==> src/rtl/stip_pkg.sv <==
// Shared constants and codes for the setpoint table interpolator.
// No dependencies; every other file in rtl/ uses this package.
package stip_pkg;

    localparam int MAX_POINTS_DEF = 16;
    localparam int ADC_BITS_DEF   = 12;
    localparam int SET_W          = 14;
    localparam int COUNT_W        = 5;
    localparam int SLOT_W         = 4;

    typedef logic [1:0] op_t;

    localparam op_t OP_WRITE     = 2'd0;
    localparam op_t OP_CALIBRATE = 2'd1;
    localparam op_t OP_MAP       = 2'd2;
    localparam op_t OP_NEAREST   = 2'd3;

endpackage

==> src/rtl/setpoint_table_interpolator.sv <==
// Setpoint table interpolator: one request at a time; the table scan reads one entry a cycle.
// A write, or any request on an empty table, goes straight to evaluation; calibrate, nearest
// and map scan the table first, and map adds a multiply and a divide when it interpolates.
// The next request is taken the cycle after the result is loaded into the output register.
// Reset (rst_n, async) clears all table valid bits, so every entry reads zero; point_count 0.
// Depends on stip_pkg, stip_ram and stip_div.
module setpoint_table_interpolator #(
    parameter int MAX_POINTS = stip_pkg::MAX_POINTS_DEF,
    parameter int ADC_BITS   = stip_pkg::ADC_BITS_DEF
) (
    input  logic                         clk,
    input  logic                         rst_n,
    input  logic                         config_write_enable,
    input  logic [stip_pkg::COUNT_W-1:0] config_write_data,
    input  logic                         request_valid,
    output logic                         request_stall,
    input  stip_pkg::op_t                operation,
    input  logic [stip_pkg::SLOT_W-1:0]  entry_index,
    input  logic [stip_pkg::SET_W-1:0]   setting,
    input  logic [ADC_BITS-1:0]          adc_value,
    output logic                         result_valid,
    input  logic                         result_stall,
    output logic [ADC_BITS-1:0]          mapped_adc,
    output logic [stip_pkg::SLOT_W-1:0]  nearest_index,
    output logic                         error,
    output logic                         adc_in_range
);

    import stip_pkg::*;

    localparam int IDX_W  = $clog2(MAX_POINTS);
    localparam int CNT_W  = $clog2(MAX_POINTS + 1);
    localparam int PROD_W = SET_W + ADC_BITS;

    localparam logic [3:0] ST_IDLE   = 4'd0;
    localparam logic [3:0] ST_PRE    = 4'd1;
    localparam logic [3:0] ST_SCAN   = 4'd2;
    localparam logic [3:0] ST_WAIT   = 4'd3;
    localparam logic [3:0] ST_EVAL   = 4'd4;
    localparam logic [3:0] ST_MUL    = 4'd5;
    localparam logic [3:0] ST_DSTART = 4'd6;
    localparam logic [3:0] ST_DIV    = 4'd7;
    localparam logic [3:0] ST_DONE   = 4'd8;

    logic [3:0]            state_reg, state_next;
    logic [IDX_W-1:0]      issue_idx_reg, issue_idx_next;
    logic                  tag_vld_reg, tag_vld_next;
    logic                  tag_pre_reg, tag_pre_next;
    logic [IDX_W-1:0]      tag_idx_reg, tag_idx_next;
    logic [MAX_POINTS-1:0] vld_reg, vld_next;
    logic [COUNT_W-1:0]    point_count_reg, point_count_next;
    logic                  result_valid_reg, result_valid_next;
    logic                  ex_found_reg, ex_found_next;
    logic                  hit_found_reg, hit_found_next;

    op_t                   op_reg, op_next;
    logic [SLOT_W-1:0]     slot_reg, slot_next;
    logic [SET_W-1:0]      set_reg, set_next;
    logic [ADC_BITS-1:0]   adc_reg, adc_next;
    logic [SET_W-1:0]      first_set_reg, first_set_next;
    logic [ADC_BITS-1:0]   first_adc_reg, first_adc_next;
    logic [SET_W-1:0]      last_set_reg, last_set_next;
    logic [ADC_BITS-1:0]   last_adc_reg, last_adc_next;
    logic [SET_W-1:0]      prev_set_reg, prev_set_next;
    logic [ADC_BITS-1:0]   prev_adc_reg, prev_adc_next;
    logic [IDX_W-1:0]      ex_idx_reg, ex_idx_next;
    logic [ADC_BITS-1:0]   ex_adc_reg, ex_adc_next;
    logic [IDX_W-1:0]      hit_idx_reg, hit_idx_next;
    logic                  hit_last_reg, hit_last_next;
    logic [SET_W-1:0]      hit_set_reg, hit_set_next;
    logic [ADC_BITS-1:0]   hit_adc_reg, hit_adc_next;
    logic [SET_W-1:0]      hit_nset_reg, hit_nset_next;
    logic [ADC_BITS-1:0]   hit_nadc_reg, hit_nadc_next;
    logic [SET_W-1:0]      ds_reg, ds_next;
    logic [SET_W-1:0]      den_reg, den_next;
    logic [ADC_BITS-1:0]   mag_reg, mag_next;
    logic                  neg_reg, neg_next;
    logic [PROD_W-1:0]     prod_reg, prod_next;
    logic [ADC_BITS-1:0]   pend_mapped_reg, pend_mapped_next;
    logic [IDX_W-1:0]      pend_near_reg, pend_near_next;
    logic                  pend_err_reg, pend_err_next;
    logic                  pend_inr_reg, pend_inr_next;
    logic [ADC_BITS-1:0]   mapped_reg, mapped_next;
    logic [SLOT_W-1:0]     near_reg, near_next;
    logic                  err_reg, err_next;
    logic                  inr_reg, inr_next;

    logic                  ram_we;
    logic [IDX_W-1:0]      ram_waddr;
    logic [IDX_W-1:0]      ram_raddr;
    logic [SET_W-1:0]      ram_qset;
    logic [ADC_BITS-1:0]   ram_qadc;
    logic [SET_W-1:0]      rd_set;
    logic [ADC_BITS-1:0]   rd_adc;

    logic                  div_start;
    logic                  div_done;
    logic [ADC_BITS-1:0]   div_quo;

    logic                  accept;
    logic [CNT_W-1:0]      n_val;
    logic [IDX_W-1:0]      last_idx;
    logic                  slot_ok;
    logic [IDX_W-1:0]      slot_addr;
    logic                  at_last;
    logic [ADC_BITS-1:0]   cur_last_adc;
    logic                  asc_c;
    logic                  hit_c;
    logic                  range_ok;
    logic                  map_fail;
    logic                  inr_c;
    logic [ADC_BITS-1:0]   db_c;
    logic [ADC_BITS-1:0]   da_c;
    logic [IDX_W-1:0]      near_idx_c;

    assign request_stall = state_reg != ST_IDLE;
    assign accept        = request_valid && !request_stall;

    assign n_val     = (32'(point_count_reg) > MAX_POINTS) ? CNT_W'(MAX_POINTS)
                                                           : CNT_W'(point_count_reg);
    assign last_idx  = IDX_W'(n_val - CNT_W'(1));
    assign slot_ok   = 32'(slot_reg) < MAX_POINTS;
    assign slot_addr = IDX_W'(slot_reg);

    assign rd_set = vld_reg[tag_idx_reg] ? ram_qset : '0;
    assign rd_adc = vld_reg[tag_idx_reg] ? ram_qadc : '0;

    assign at_last      = tag_idx_reg == last_idx;
    assign cur_last_adc = at_last ? rd_adc : last_adc_reg;
    assign asc_c        = first_adc_reg < cur_last_adc;
    assign hit_c        = (op_reg == OP_MAP) ? (rd_set < set_reg)
                        : (asc_c ? (rd_adc < adc_reg) : (rd_adc > adc_reg));

    assign range_ok = (first_set_reg <= set_reg && set_reg <= last_set_reg)
                   || (last_set_reg <= set_reg && set_reg <= first_set_reg);
    assign map_fail = (n_val < CNT_W'(2)) || !range_ok || !hit_found_reg || hit_last_reg
                   || (hit_nset_reg <= hit_set_reg);

    assign inr_c = (n_val != '0)
                && ((first_adc_reg <= adc_reg && adc_reg <= last_adc_reg)
                 || (last_adc_reg <= adc_reg && adc_reg <= first_adc_reg));

    assign db_c = (adc_reg >= hit_adc_reg) ? adc_reg - hit_adc_reg : hit_adc_reg - adc_reg;
    assign da_c = (hit_nadc_reg >= adc_reg) ? hit_nadc_reg - adc_reg : adc_reg - hit_nadc_reg;

    always_comb
    begin
        priority if (!hit_found_reg)
        begin
            near_idx_c = '0;
        end
        else if (hit_last_reg || db_c < da_c)
        begin
            near_idx_c = hit_idx_reg;
        end
        else
        begin
            near_idx_c = hit_idx_reg + IDX_W'(1);
        end
    end

    always_comb
    begin
        state_next        = state_reg;
        issue_idx_next    = issue_idx_reg;
        tag_vld_next      = 1'b0;
        tag_pre_next      = 1'b0;
        tag_idx_next      = tag_idx_reg;
        vld_next          = vld_reg;
        point_count_next  = point_count_reg;
        result_valid_next = result_valid_reg;
        ex_found_next     = ex_found_reg;
        hit_found_next    = hit_found_reg;
        op_next           = op_reg;
        slot_next         = slot_reg;
        set_next          = set_reg;
        adc_next          = adc_reg;
        first_set_next    = first_set_reg;
        first_adc_next    = first_adc_reg;
        last_set_next     = last_set_reg;
        last_adc_next     = last_adc_reg;
        prev_set_next     = prev_set_reg;
        prev_adc_next     = prev_adc_reg;
        ex_idx_next       = ex_idx_reg;
        ex_adc_next       = ex_adc_reg;
        hit_idx_next      = hit_idx_reg;
        hit_last_next     = hit_last_reg;
        hit_set_next      = hit_set_reg;
        hit_adc_next      = hit_adc_reg;
        hit_nset_next     = hit_nset_reg;
        hit_nadc_next     = hit_nadc_reg;
        ds_next           = ds_reg;
        den_next          = den_reg;
        mag_next          = mag_reg;
        neg_next          = neg_reg;
        prod_next         = prod_reg;
        pend_mapped_next  = pend_mapped_reg;
        pend_near_next    = pend_near_reg;
        pend_err_next     = pend_err_reg;
        pend_inr_next     = pend_inr_reg;
        mapped_next       = mapped_reg;
        near_next         = near_reg;
        err_next          = err_reg;
        inr_next          = inr_reg;
        ram_we            = 1'b0;
        ram_waddr         = slot_addr;
        ram_raddr         = issue_idx_reg;
        div_start         = 1'b0;

        if (config_write_enable)
        begin
            point_count_next = config_write_data;
        end

        if (result_valid_reg && !result_stall)
        begin
            result_valid_next = 1'b0;
        end

        // fold in the entry read last cycle
        if (tag_vld_reg)
        begin
            if (tag_pre_reg)
            begin
                first_set_next = rd_set;
                first_adc_next = rd_adc;
            end
            else
            begin
                if (at_last)
                begin
                    last_set_next = rd_set;
                    last_adc_next = rd_adc;
                end
                prev_set_next = rd_set;
                prev_adc_next = rd_adc;
                if (!ex_found_reg && rd_set == set_reg)
                begin
                    ex_found_next = 1'b1;
                    ex_idx_next   = tag_idx_reg;
                    ex_adc_next   = rd_adc;
                end
                if (!hit_found_reg && hit_c)
                begin
                    hit_found_next = 1'b1;
                    hit_idx_next   = tag_idx_reg;
                    hit_last_next  = at_last;
                    hit_set_next   = rd_set;
                    hit_adc_next   = rd_adc;
                    hit_nset_next  = prev_set_reg;
                    hit_nadc_next  = prev_adc_reg;
                end
            end
        end

        unique case (state_reg)
            ST_IDLE:
            begin
                if (accept)
                begin
                    op_next        = operation;
                    slot_next      = entry_index;
                    set_next       = setting;
                    adc_next       = adc_value;
                    ex_found_next  = 1'b0;
                    hit_found_next = 1'b0;
                    if (operation == OP_WRITE || n_val == '0)
                    begin
                        state_next = ST_EVAL;
                    end
                    else
                    begin
                        state_next = ST_PRE;
                    end
                end
            end
            ST_PRE:
            begin
                ram_raddr      = '0;
                tag_vld_next   = 1'b1;
                tag_pre_next   = 1'b1;
                tag_idx_next   = '0;
                issue_idx_next = last_idx;
                state_next     = ST_SCAN;
            end
            ST_SCAN:
            begin
                ram_raddr      = issue_idx_reg;
                tag_vld_next   = 1'b1;
                tag_idx_next   = issue_idx_reg;
                issue_idx_next = issue_idx_reg - IDX_W'(1);
                if (issue_idx_reg == '0)
                begin
                    state_next = ST_WAIT;
                end
            end
            ST_WAIT:
            begin
                state_next = ST_EVAL;
            end
            ST_EVAL:
            begin
                pend_mapped_next = '0;
                pend_near_next   = '0;
                pend_err_next    = 1'b0;
                pend_inr_next    = 1'b0;
                state_next       = ST_DONE;
                unique case (op_reg)
                    OP_WRITE:
                    begin
                        if (slot_ok)
                        begin
                            ram_we              = 1'b1;
                            ram_waddr           = slot_addr;
                            vld_next[slot_addr] = 1'b1;
                        end
                    end
                    OP_CALIBRATE:
                    begin
                        pend_err_next = !ex_found_reg;
                        if (ex_found_reg)
                        begin
                            ram_we               = 1'b1;
                            ram_waddr            = ex_idx_reg;
                            vld_next[ex_idx_reg] = 1'b1;
                        end
                    end
                    OP_MAP:
                    begin
                        if (ex_found_reg)
                        begin
                            pend_mapped_next = ex_adc_reg;
                        end
                        else if (map_fail)
                        begin
                            pend_err_next = 1'b1;
                        end
                        else
                        begin
                            ds_next    = set_reg - hit_set_reg;
                            den_next   = hit_nset_reg - hit_set_reg;
                            neg_next   = hit_nadc_reg < hit_adc_reg;
                            mag_next   = (hit_nadc_reg < hit_adc_reg)
                                       ? hit_adc_reg - hit_nadc_reg
                                       : hit_nadc_reg - hit_adc_reg;
                            state_next = ST_MUL;
                        end
                    end
                    OP_NEAREST:
                    begin
                        pend_near_next = near_idx_c;
                        pend_inr_next  = inr_c;
                    end
                endcase
            end
            ST_MUL:
            begin
                prod_next  = PROD_W'(ds_reg) * PROD_W'(mag_reg);
                state_next = ST_DSTART;
            end
            ST_DSTART:
            begin
                div_start  = 1'b1;
                state_next = ST_DIV;
            end
            ST_DIV:
            begin
                if (div_done)
                begin
                    pend_mapped_next = neg_reg ? hit_adc_reg - div_quo : hit_adc_reg + div_quo;
                    state_next       = ST_DONE;
                end
            end
            ST_DONE:
            begin
                if (!result_valid_reg || !result_stall)
                begin
                    result_valid_next = 1'b1;
                    mapped_next       = pend_mapped_reg;
                    near_next         = SLOT_W'(pend_near_reg);
                    err_next          = pend_err_reg;
                    inr_next          = pend_inr_reg;
                    state_next        = ST_IDLE;
                end
            end
            default:
            begin
                state_next = ST_IDLE;
            end
        endcase
    end

    always_ff @(posedge clk or negedge rst_n)
    begin
        if (!rst_n)
        begin
            state_reg        <= ST_IDLE;
            issue_idx_reg    <= '0;
            tag_vld_reg      <= 1'b0;
            tag_pre_reg      <= 1'b0;
            tag_idx_reg      <= '0;
            vld_reg          <= '0;
            point_count_reg  <= '0;
            result_valid_reg <= 1'b0;
            ex_found_reg     <= 1'b0;
            hit_found_reg    <= 1'b0;
        end
        else
        begin
            state_reg        <= state_next;
            issue_idx_reg    <= issue_idx_next;
            tag_vld_reg      <= tag_vld_next;
            tag_pre_reg      <= tag_pre_next;
            tag_idx_reg      <= tag_idx_next;
            vld_reg          <= vld_next;
            point_count_reg  <= point_count_next;
            result_valid_reg <= result_valid_next;
            ex_found_reg     <= ex_found_next;
            hit_found_reg    <= hit_found_next;
        end
    end

    always_ff @(posedge clk)
    begin
        op_reg          <= op_next;
        slot_reg        <= slot_next;
        set_reg         <= set_next;
        adc_reg         <= adc_next;
        first_set_reg   <= first_set_next;
        first_adc_reg   <= first_adc_next;
        last_set_reg    <= last_set_next;
        last_adc_reg    <= last_adc_next;
        prev_set_reg    <= prev_set_next;
        prev_adc_reg    <= prev_adc_next;
        ex_idx_reg      <= ex_idx_next;
        ex_adc_reg      <= ex_adc_next;
        hit_idx_reg     <= hit_idx_next;
        hit_last_reg    <= hit_last_next;
        hit_set_reg     <= hit_set_next;
        hit_adc_reg     <= hit_adc_next;
        hit_nset_reg    <= hit_nset_next;
        hit_nadc_reg    <= hit_nadc_next;
        ds_reg          <= ds_next;
        den_reg         <= den_next;
        mag_reg         <= mag_next;
        neg_reg         <= neg_next;
        prod_reg        <= prod_next;
        pend_mapped_reg <= pend_mapped_next;
        pend_near_reg   <= pend_near_next;
        pend_err_reg    <= pend_err_next;
        pend_inr_reg    <= pend_inr_next;
        mapped_reg      <= mapped_next;
        near_reg        <= near_next;
        err_reg         <= err_next;
        inr_reg         <= inr_next;
    end

    stip_ram #(
        .WIDTH (SET_W),
        .DEPTH (MAX_POINTS)
    ) u_set_ram (
        .clk   (clk),
        .we    (ram_we),
        .waddr (ram_waddr),
        .wdata (set_reg),
        .raddr (ram_raddr),
        .rdata (ram_qset)
    );

    stip_ram #(
        .WIDTH (ADC_BITS),
        .DEPTH (MAX_POINTS)
    ) u_adc_ram (
        .clk   (clk),
        .we    (ram_we),
        .waddr (ram_waddr),
        .wdata (adc_reg),
        .raddr (ram_raddr),
        .rdata (ram_qadc)
    );

    stip_div #(
        .NUM_W (PROD_W),
        .DEN_W (SET_W),
        .Q_W   (ADC_BITS)
    ) u_div (
        .clk      (clk),
        .rst_n    (rst_n),
        .start    (div_start),
        .num      (prod_reg),
        .den      (den_reg),
        .done     (div_done),
        .quotient (div_quo)
    );

    assign result_valid  = result_valid_reg;
    assign mapped_adc    = mapped_reg;
    assign nearest_index = near_reg;
    assign error         = err_reg;
    assign adc_in_range  = inr_reg;

endmodule

==> src/rtl/stip_ram.sv <==
// Generic single-port-write, single-port-read RAM with registered read data.
// Depends on stip_pkg for default sizes only.
module stip_ram #(
    parameter int WIDTH = stip_pkg::SET_W,
    parameter int DEPTH = stip_pkg::MAX_POINTS_DEF
) (
    input  logic                     clk,
    input  logic                     we,
    input  logic [$clog2(DEPTH)-1:0] waddr,
    input  logic [WIDTH-1:0]         wdata,
    input  logic [$clog2(DEPTH)-1:0] raddr,
    output logic [WIDTH-1:0]         rdata
);

    logic [WIDTH-1:0] mem [DEPTH];

    always_ff @(posedge clk)
    begin
        if (we)
        begin
            mem[waddr] <= wdata;
        end
        rdata <= mem[raddr];
    end

endmodule

==> src/rtl/stip_div.sv <==
// Restoring divider, one quotient bit per cycle, for the interpolation step.
// Needs the quotient below 2**Q_W; depends on stip_pkg for default sizes.
module stip_div #(
    parameter int NUM_W = stip_pkg::SET_W + stip_pkg::ADC_BITS_DEF,
    parameter int DEN_W = stip_pkg::SET_W,
    parameter int Q_W   = stip_pkg::ADC_BITS_DEF
) (
    input  logic             clk,
    input  logic             rst_n,
    input  logic             start,
    input  logic [NUM_W-1:0] num,
    input  logic [DEN_W-1:0] den,
    output logic             done,
    output logic [Q_W-1:0]   quotient
);

    localparam int CNT_W = $clog2(Q_W + 1);

    logic             busy_reg, busy_next;
    logic             done_reg, done_next;
    logic [CNT_W-1:0] cnt_reg, cnt_next;
    logic [DEN_W-1:0] rem_reg, rem_next;
    logic [Q_W-1:0]   quo_reg, quo_next;
    logic [DEN_W-1:0] den_reg, den_next;

    logic [DEN_W:0]   trial;
    logic [DEN_W:0]   diff;
    logic             fits;

    assign trial = {rem_reg, quo_reg[Q_W-1]};
    assign fits  = trial >= {1'b0, den_reg};
    assign diff  = trial - {1'b0, den_reg};

    always_comb
    begin
        busy_next = busy_reg;
        done_next = 1'b0;
        cnt_next  = cnt_reg;
        rem_next  = rem_reg;
        quo_next  = quo_reg;
        den_next  = den_reg;
        if (start)
        begin
            busy_next = 1'b1;
            cnt_next  = CNT_W'(Q_W);
            rem_next  = DEN_W'(num >> Q_W);
            quo_next  = num[Q_W-1:0];
            den_next  = den;
        end
        else if (busy_reg)
        begin
            rem_next = fits ? diff[DEN_W-1:0] : trial[DEN_W-1:0];
            quo_next = {quo_reg[Q_W-2:0], fits};
            cnt_next = cnt_reg - CNT_W'(1);
            if (cnt_reg == CNT_W'(1))
            begin
                busy_next = 1'b0;
                done_next = 1'b1;
            end
        end
    end

    always_ff @(posedge clk or negedge rst_n)
    begin
        if (!rst_n)
        begin
            busy_reg <= 1'b0;
            done_reg <= 1'b0;
            cnt_reg  <= '0;
        end
        else
        begin
            busy_reg <= busy_next;
            done_reg <= done_next;
            cnt_reg  <= cnt_next;
        end
    end

    always_ff @(posedge clk)
    begin
        rem_reg <= rem_next;
        quo_reg <= quo_next;
        den_reg <= den_next;
    end

    assign done     = done_reg;
    assign quotient = quo_reg;

endmodule

==> config.mk <==
export PLATFORM = sky130hd
export DESIGN_NAME = setpoint_table_interpolator
export DESIGN_NICKNAME = d
export VERILOG_FILES = /design/src/rtl/stip_pkg.sv /design/src/rtl/setpoint_table_interpolator.sv /design/src/rtl/stip_ram.sv /design/src/rtl/stip_div.sv
export SDC_FILE = /design/constraint.sdc
export NUM_CORES = 2
export LEC_CHECK = 0
export ABC_AREA = 1
export BUFFER_PORTS_ARGS = -buffer_cell sky130_fd_sc_hd__buf_4
export CORE_MARGIN = 5
export CORE_UTILIZATION = 43
export CTS_BUF_LIST = sky130_fd_sc_hd__clkbuf_8
export DETAILED_ROUTE_END_ITERATION = 8
export PLACE_DENSITY = 0.71
export SETUP_SLACK_MARGIN = 0.3
export SLEW_MARGIN = 20
export SYNTH_ARGS = -nofsm -noshare
export SYNTH_HDL_FRONTEND = slang
export SYNTH_SLANG_ARGS = --single-unit
export TNS_END_PERCENT = 100
==> constraint.sdc <==
create_clock -name clk -period 5.66 [get_ports clk]
set_clock_uncertainty 0.05 [all_clocks]
set_input_delay 0 -clock clk [delete_from_list [all_inputs] [get_ports clk]]
set_output_delay 0 -clock clk [all_outputs]
set_load 0.02 [all_outputs]
==> results.rst <==
.. list-table::
   :header-rows: 1

   * - Metric
     - Value
   * - Setup_tns
     - 0 ns
   * - Highest achievable clock rate
     - roughly 190 MHz
   * - Dominant synthesized flop cell
     - edfxtp_1
   * - Max-slew violation count
     - 0
   * - Flops & latches, synth
     - 812
   * - Total of max-cap violations
     - 0
   * - Setup violations, final
     - 0
   * - Total DRC errors in the routed layout
     - 0
   * - Overall Global Routing Usage
     - between 20% and 30%
   * - Hold Crit Class
     - in -> reg
   * - Placed instance area
     - around 46,000 um2
   * - Setup CP Type
     - reg -> reg
   * - Placer Congestion
     - 0.913
   * - Design Power
     - approximately 12 mW
   * - Post-detailed-routing wire length
     - 110 mm
   * - Deepest clock path buffer count
     - 3
   * - NumNets Final
     - about 4.8k
   * - ANT nets after route
     - 0
   * - Pin count of the biggest net entering global routing
     - 138
   * - Worst Hold Margin
     - about 0.076 ns
   * - Sequential area share after synthesis
     - between 50% and 60%
   * - Detailed router's first-iteration violation count
     - 2,710
   * - Outcome
     - finished clean
   * - Area inside the core boundary
     - 100,000 um2
   * - Number of flops mapped to enable cells by yosys
     - 742
   * - Total grt overflow
     - 0
   * - Worst-case vdd ir drop
     - around 160 uV
   * - Final setup margin
     - between 0.3 and 0.4 ns
   * - Initial Util
     - between 40% and 50%
   * - Post-synthesis to final-layout area growth
     - 15.2%
   * - Worst max-slew margin expressed relative to the limit
     - 25.0%
   * - Detailed placer's ending HPWL
     - between 70 and 80 mm
   * - Cells along the critical path
     - buf_4, buf_4, nand2_2, inv_2, fa_1, fa_1, fa_1, fa_1, inv_1, fa_1, inv_2, ha_4, a21oi_1, o211ai_1, a31oi_2, o21ai_2, nand2_1, nand2_2, a21o_1, nand3_1, nand2_1, xor2_1
   * - Power density over cell area
     - 232 nW/um2
   * - Unique cell type count in the Yosys netlist
     - 67
   * - Synthesis Warnings
     - 0
   * - Leak
     - 20.8 nW
   * - Detailed-router iteration count before antenna repair
     - 6
   * - Top cell family by delay on the critical path
     - adder cells
   * - Biggest area contributors in the synthesized netlist
     - edfxtp_1 (51%), ha_1 (8.5%), fa_1 (6.0%)
   * - Largest area contributor in the synthesized netlist
     - edfxtp_1
   * - WL per Instance
     - between 15 and 20 um
   * - Input/output buffers
     - between 60 and 70
   * - Vias in the first global route
     - about 30k
   * - H-tree lvl count
     - 4
   * - Critical path startpoint category
     - register
   * - Worst setup timing slack at the placement stage
     - about 0.060 ns
   * - Biggest cell delay along the critical path
     - 0.55 ns
   * - Antenna violations before repair
     - 5
   * - Clk pin slew, worst setup/hold paths
     - approximately 0.06 ns
   * - RSZ-0062 raised after global routing
     - true
   * - Endpoint required time on the critical path
     - just over 6 ns
   * - Via count
     - approximately 30k
   * - TritonCTS clock tree
     - yes
   * - DIE WIDTH
     - around 330 um
   * - Clock network latency to the later pin of the worst-skew pair
     - 0.80 ns
   * - Share of Yosys cell area claimed by the top area cell type
     - about half
   * - Number of clock sinks seen by CTS
     - around 800
   * - Average instance area after synthesis
     - 10.8 um2
   * - CTS Root Buffer Type
     - clkbuf_8
   * - Critical path fanouts, max
     - 4
   * - Number of flip-flops under the largest register name
     - 224
   * - Overall die area
     - around 110,000 um2
   * - Launching element of the worst setup path
     - ds_reg[6]
   * - Cell mode on critical path
     - fa_1
   * - Share of layout cells above drive strength 1
     - a little under an eighth
   * - Boundary pin count
     - slightly above 60
   * - Min-Delay Startpoint
     - config_write_data[1]
   * - WP data arrival
     - around 5.8 ns
   * - Tightest Pin Transition
     - between 1 and 1.5 ns
   * - Async set-or-reset flop fraction in the synthesized netlist
     - 5.42%
   * - Type of element capturing the critical path
     - register
   * - Portion of the clock cycle consumed by the worst path in the final layout
     - ~94%
   * - Average vias per placed instance
     - 5.33
   * - First-pass GRT wire length
     - 169 mm
   * - Final min period
     - ~5.3 ns
   * - Total buffers and inverters traversed by the critical path
     - 5
   * - Cell area after layout
     - 49,900 um2
   * - Synthesized instance count
     - around 4k
   * - Area of the mapped netlist
     - 43,300 um2
   * - Slowest cell on the critical path
     - fa_1
   * - Number of rows created at floorplan
     - approximately 120
   * - Syn_nets
     - ~4.5k
   * - Die Y
     - around 330 um
   * - Number of hold violations in the final report
     - 0
   * - TritonCTS Buffers
     - approximately 130
   * - Worst flop-to-flop path startpoint
     - ds_reg[6]
[path summary, 6_finish.rpt]
check	endpoint	slack, ns	depth (start not counted)
hold / removal	point_count_reg[1]	0.08	4
max in group asynchronous	issue_idx_reg[0]	5.05	4
setup reg to reg	prod_reg[25]	0.34	22
min in group asynchronous	state_reg[2]	0.26	4
hold reg to reg	hit_nadc_reg[9]	0.36	0
setup / recovery	prod_reg[25]	0.34	22
[layout make-up]
type                       instances  area, um2
fill                            8798      50100
sequential                       812      23900
multi-input combinational       2506      17100
timing repair buffer             300       2620
inverter                         559       2100
clock buffer                     147       2020
tap                             1298       1620
clock inverter                    97        549
antenna                            3       7.51
[timing repair]
| action | 4_1_cts | 5_1_grt |
|---|---|---|
| hold endpoints to repair | 104 | 0 |
| pin swaps | 3 | 50 |
| setup endpoints to repair | 5 | 8 |
| hold buffers | 87 | 0 |
| gates cloned | 0 | 0 |
| resized for setup | 9 | 48 |
| setup buffers | 18 | 28 |
[cells by family after synthesis]
kind of cell | Yosys count | synth area share, %
flip-flops | 812 | 55.2
AND/OR/NAND/NOR | 1258 | 11.6
buffers and inverters | 696 | 6.26
multiplexers | 14 | 0.335
AO/OA/AOI/OAI | 700 | 9.90
adder cells (fa/ha/maj) | 426 | 14.6
XOR/XNOR | 108 | 2.18
[power by group]
part / switching, mW / internal, mW / leakage, nW / total (mW)
clock: 2.41 / 2.55 / 1.51 / 4.97
sequential: 0.00633 / 6.46 / 7.15 / 6.46
combinational: 0.0547 / 0.0749 / 12.2 / 0.130
[cell usage after synthesis (all sizes together), types with 2 or more instances]
cell type    n
o21ai      282
edfxtp     742
o21a         3
xnor2       36
o32ai       23
mux2i       10
mux2         4
o22ai        4
a2111oi      2
inv        558
a221oi       6
a32oi       12
xor2        72
ha         296
a211o        2
o221ai       2
buf         45
dfrtp       44
o211ai      30
a21oi      196
or2          4
nand4       18
dfxtp       26
o21bai       6
o311ai      83
nor2       546
nand3      108
fa         130
a221o        2
clkbuf      92
a22oi        4
nand2      549
nor3        24
o31ai        3
a21o        13
a211oi       8
nor3b        2
a31oi        6
nor4         5
o2111ai      6
[layer usage]
| layer | GRT usage [%] | routed length, um | share of wire (%) | vias up |
|---|---|---|---|---|
| met3 | 4.97 | 10100 | 9.2 | 215 |
| met2 | 31.8 | 49600 | 45 | 1146 |
| met4 | 6.42 | 3200 | 2.9 | 0 |
| met5 | 0 | 0 | 0 | - |
| met1 | 27.7 | 47100 | 43 | 14722 |
| li1 | - | - | - | 14388 |
[per-stage QoR]
stage,std cells,util [%]
global route,5720,49.9
global placement,5339,45.8
CTS,5689,49.5
detailed placement,5340,45.8
floorplan,4014,-
finish,5722,49.9
[worst reg2reg max path, stage by stage, from the launching register on]
cell	delay, ns
edfxtp_1	0.44
buf_4	0.18
buf_4	0.14
nand2_2	0.06
inv_2	0.04
fa_1	0.55
fa_1	0.44
fa_1	0.51
fa_1	0.52
inv_1	0.05
fa_1	0.50
inv_2	0.05
ha_4	0.23
a21oi_1	0.19
o211ai_1	0.15
a31oi_2	0.25
o21ai_2	0.11
nand2_1	0.08
nand2_2	0.06
a21o_1	0.20
nand3_1	0.07
nand2_1	0.06
xor2_1	0.14
[layout by cell type (no fill, tap or decap), drive strengths merged, types with 4 or more instances in the layout]
| cell | count |
|---|---|
| clkinv | 38 |
| o21bai | 6 |
| a22oi | 4 |
| or2 | 4 |
| ha | 296 |
| clkbuf | 147 |
| o311ai | 83 |
| nand2 | 549 |
| xnor2 | 36 |
| o22ai | 4 |
| a31oi | 6 |
| xor2 | 72 |
| buf | 214 |
| a211oi | 8 |
| nor3 | 24 |
| nor2 | 546 |
| a221oi | 6 |
| a21oi | 196 |
| a32oi | 12 |
| inv | 613 |
| nand3 | 108 |
| mux2 | 4 |
| o32ai | 23 |
| edfxtp | 742 |
| o211ai | 30 |
| mux2i | 10 |
| o21ai | 282 |
| nand4 | 18 |
| o2111ai | 6 |
| nor4 | 5 |
| a21o | 13 |
| dfxtp | 26 |
| fa | 130 |
| dfrtp | 44 |
| dlygate4sd3 | 86 |
Power figures use the tool's default switching activity.
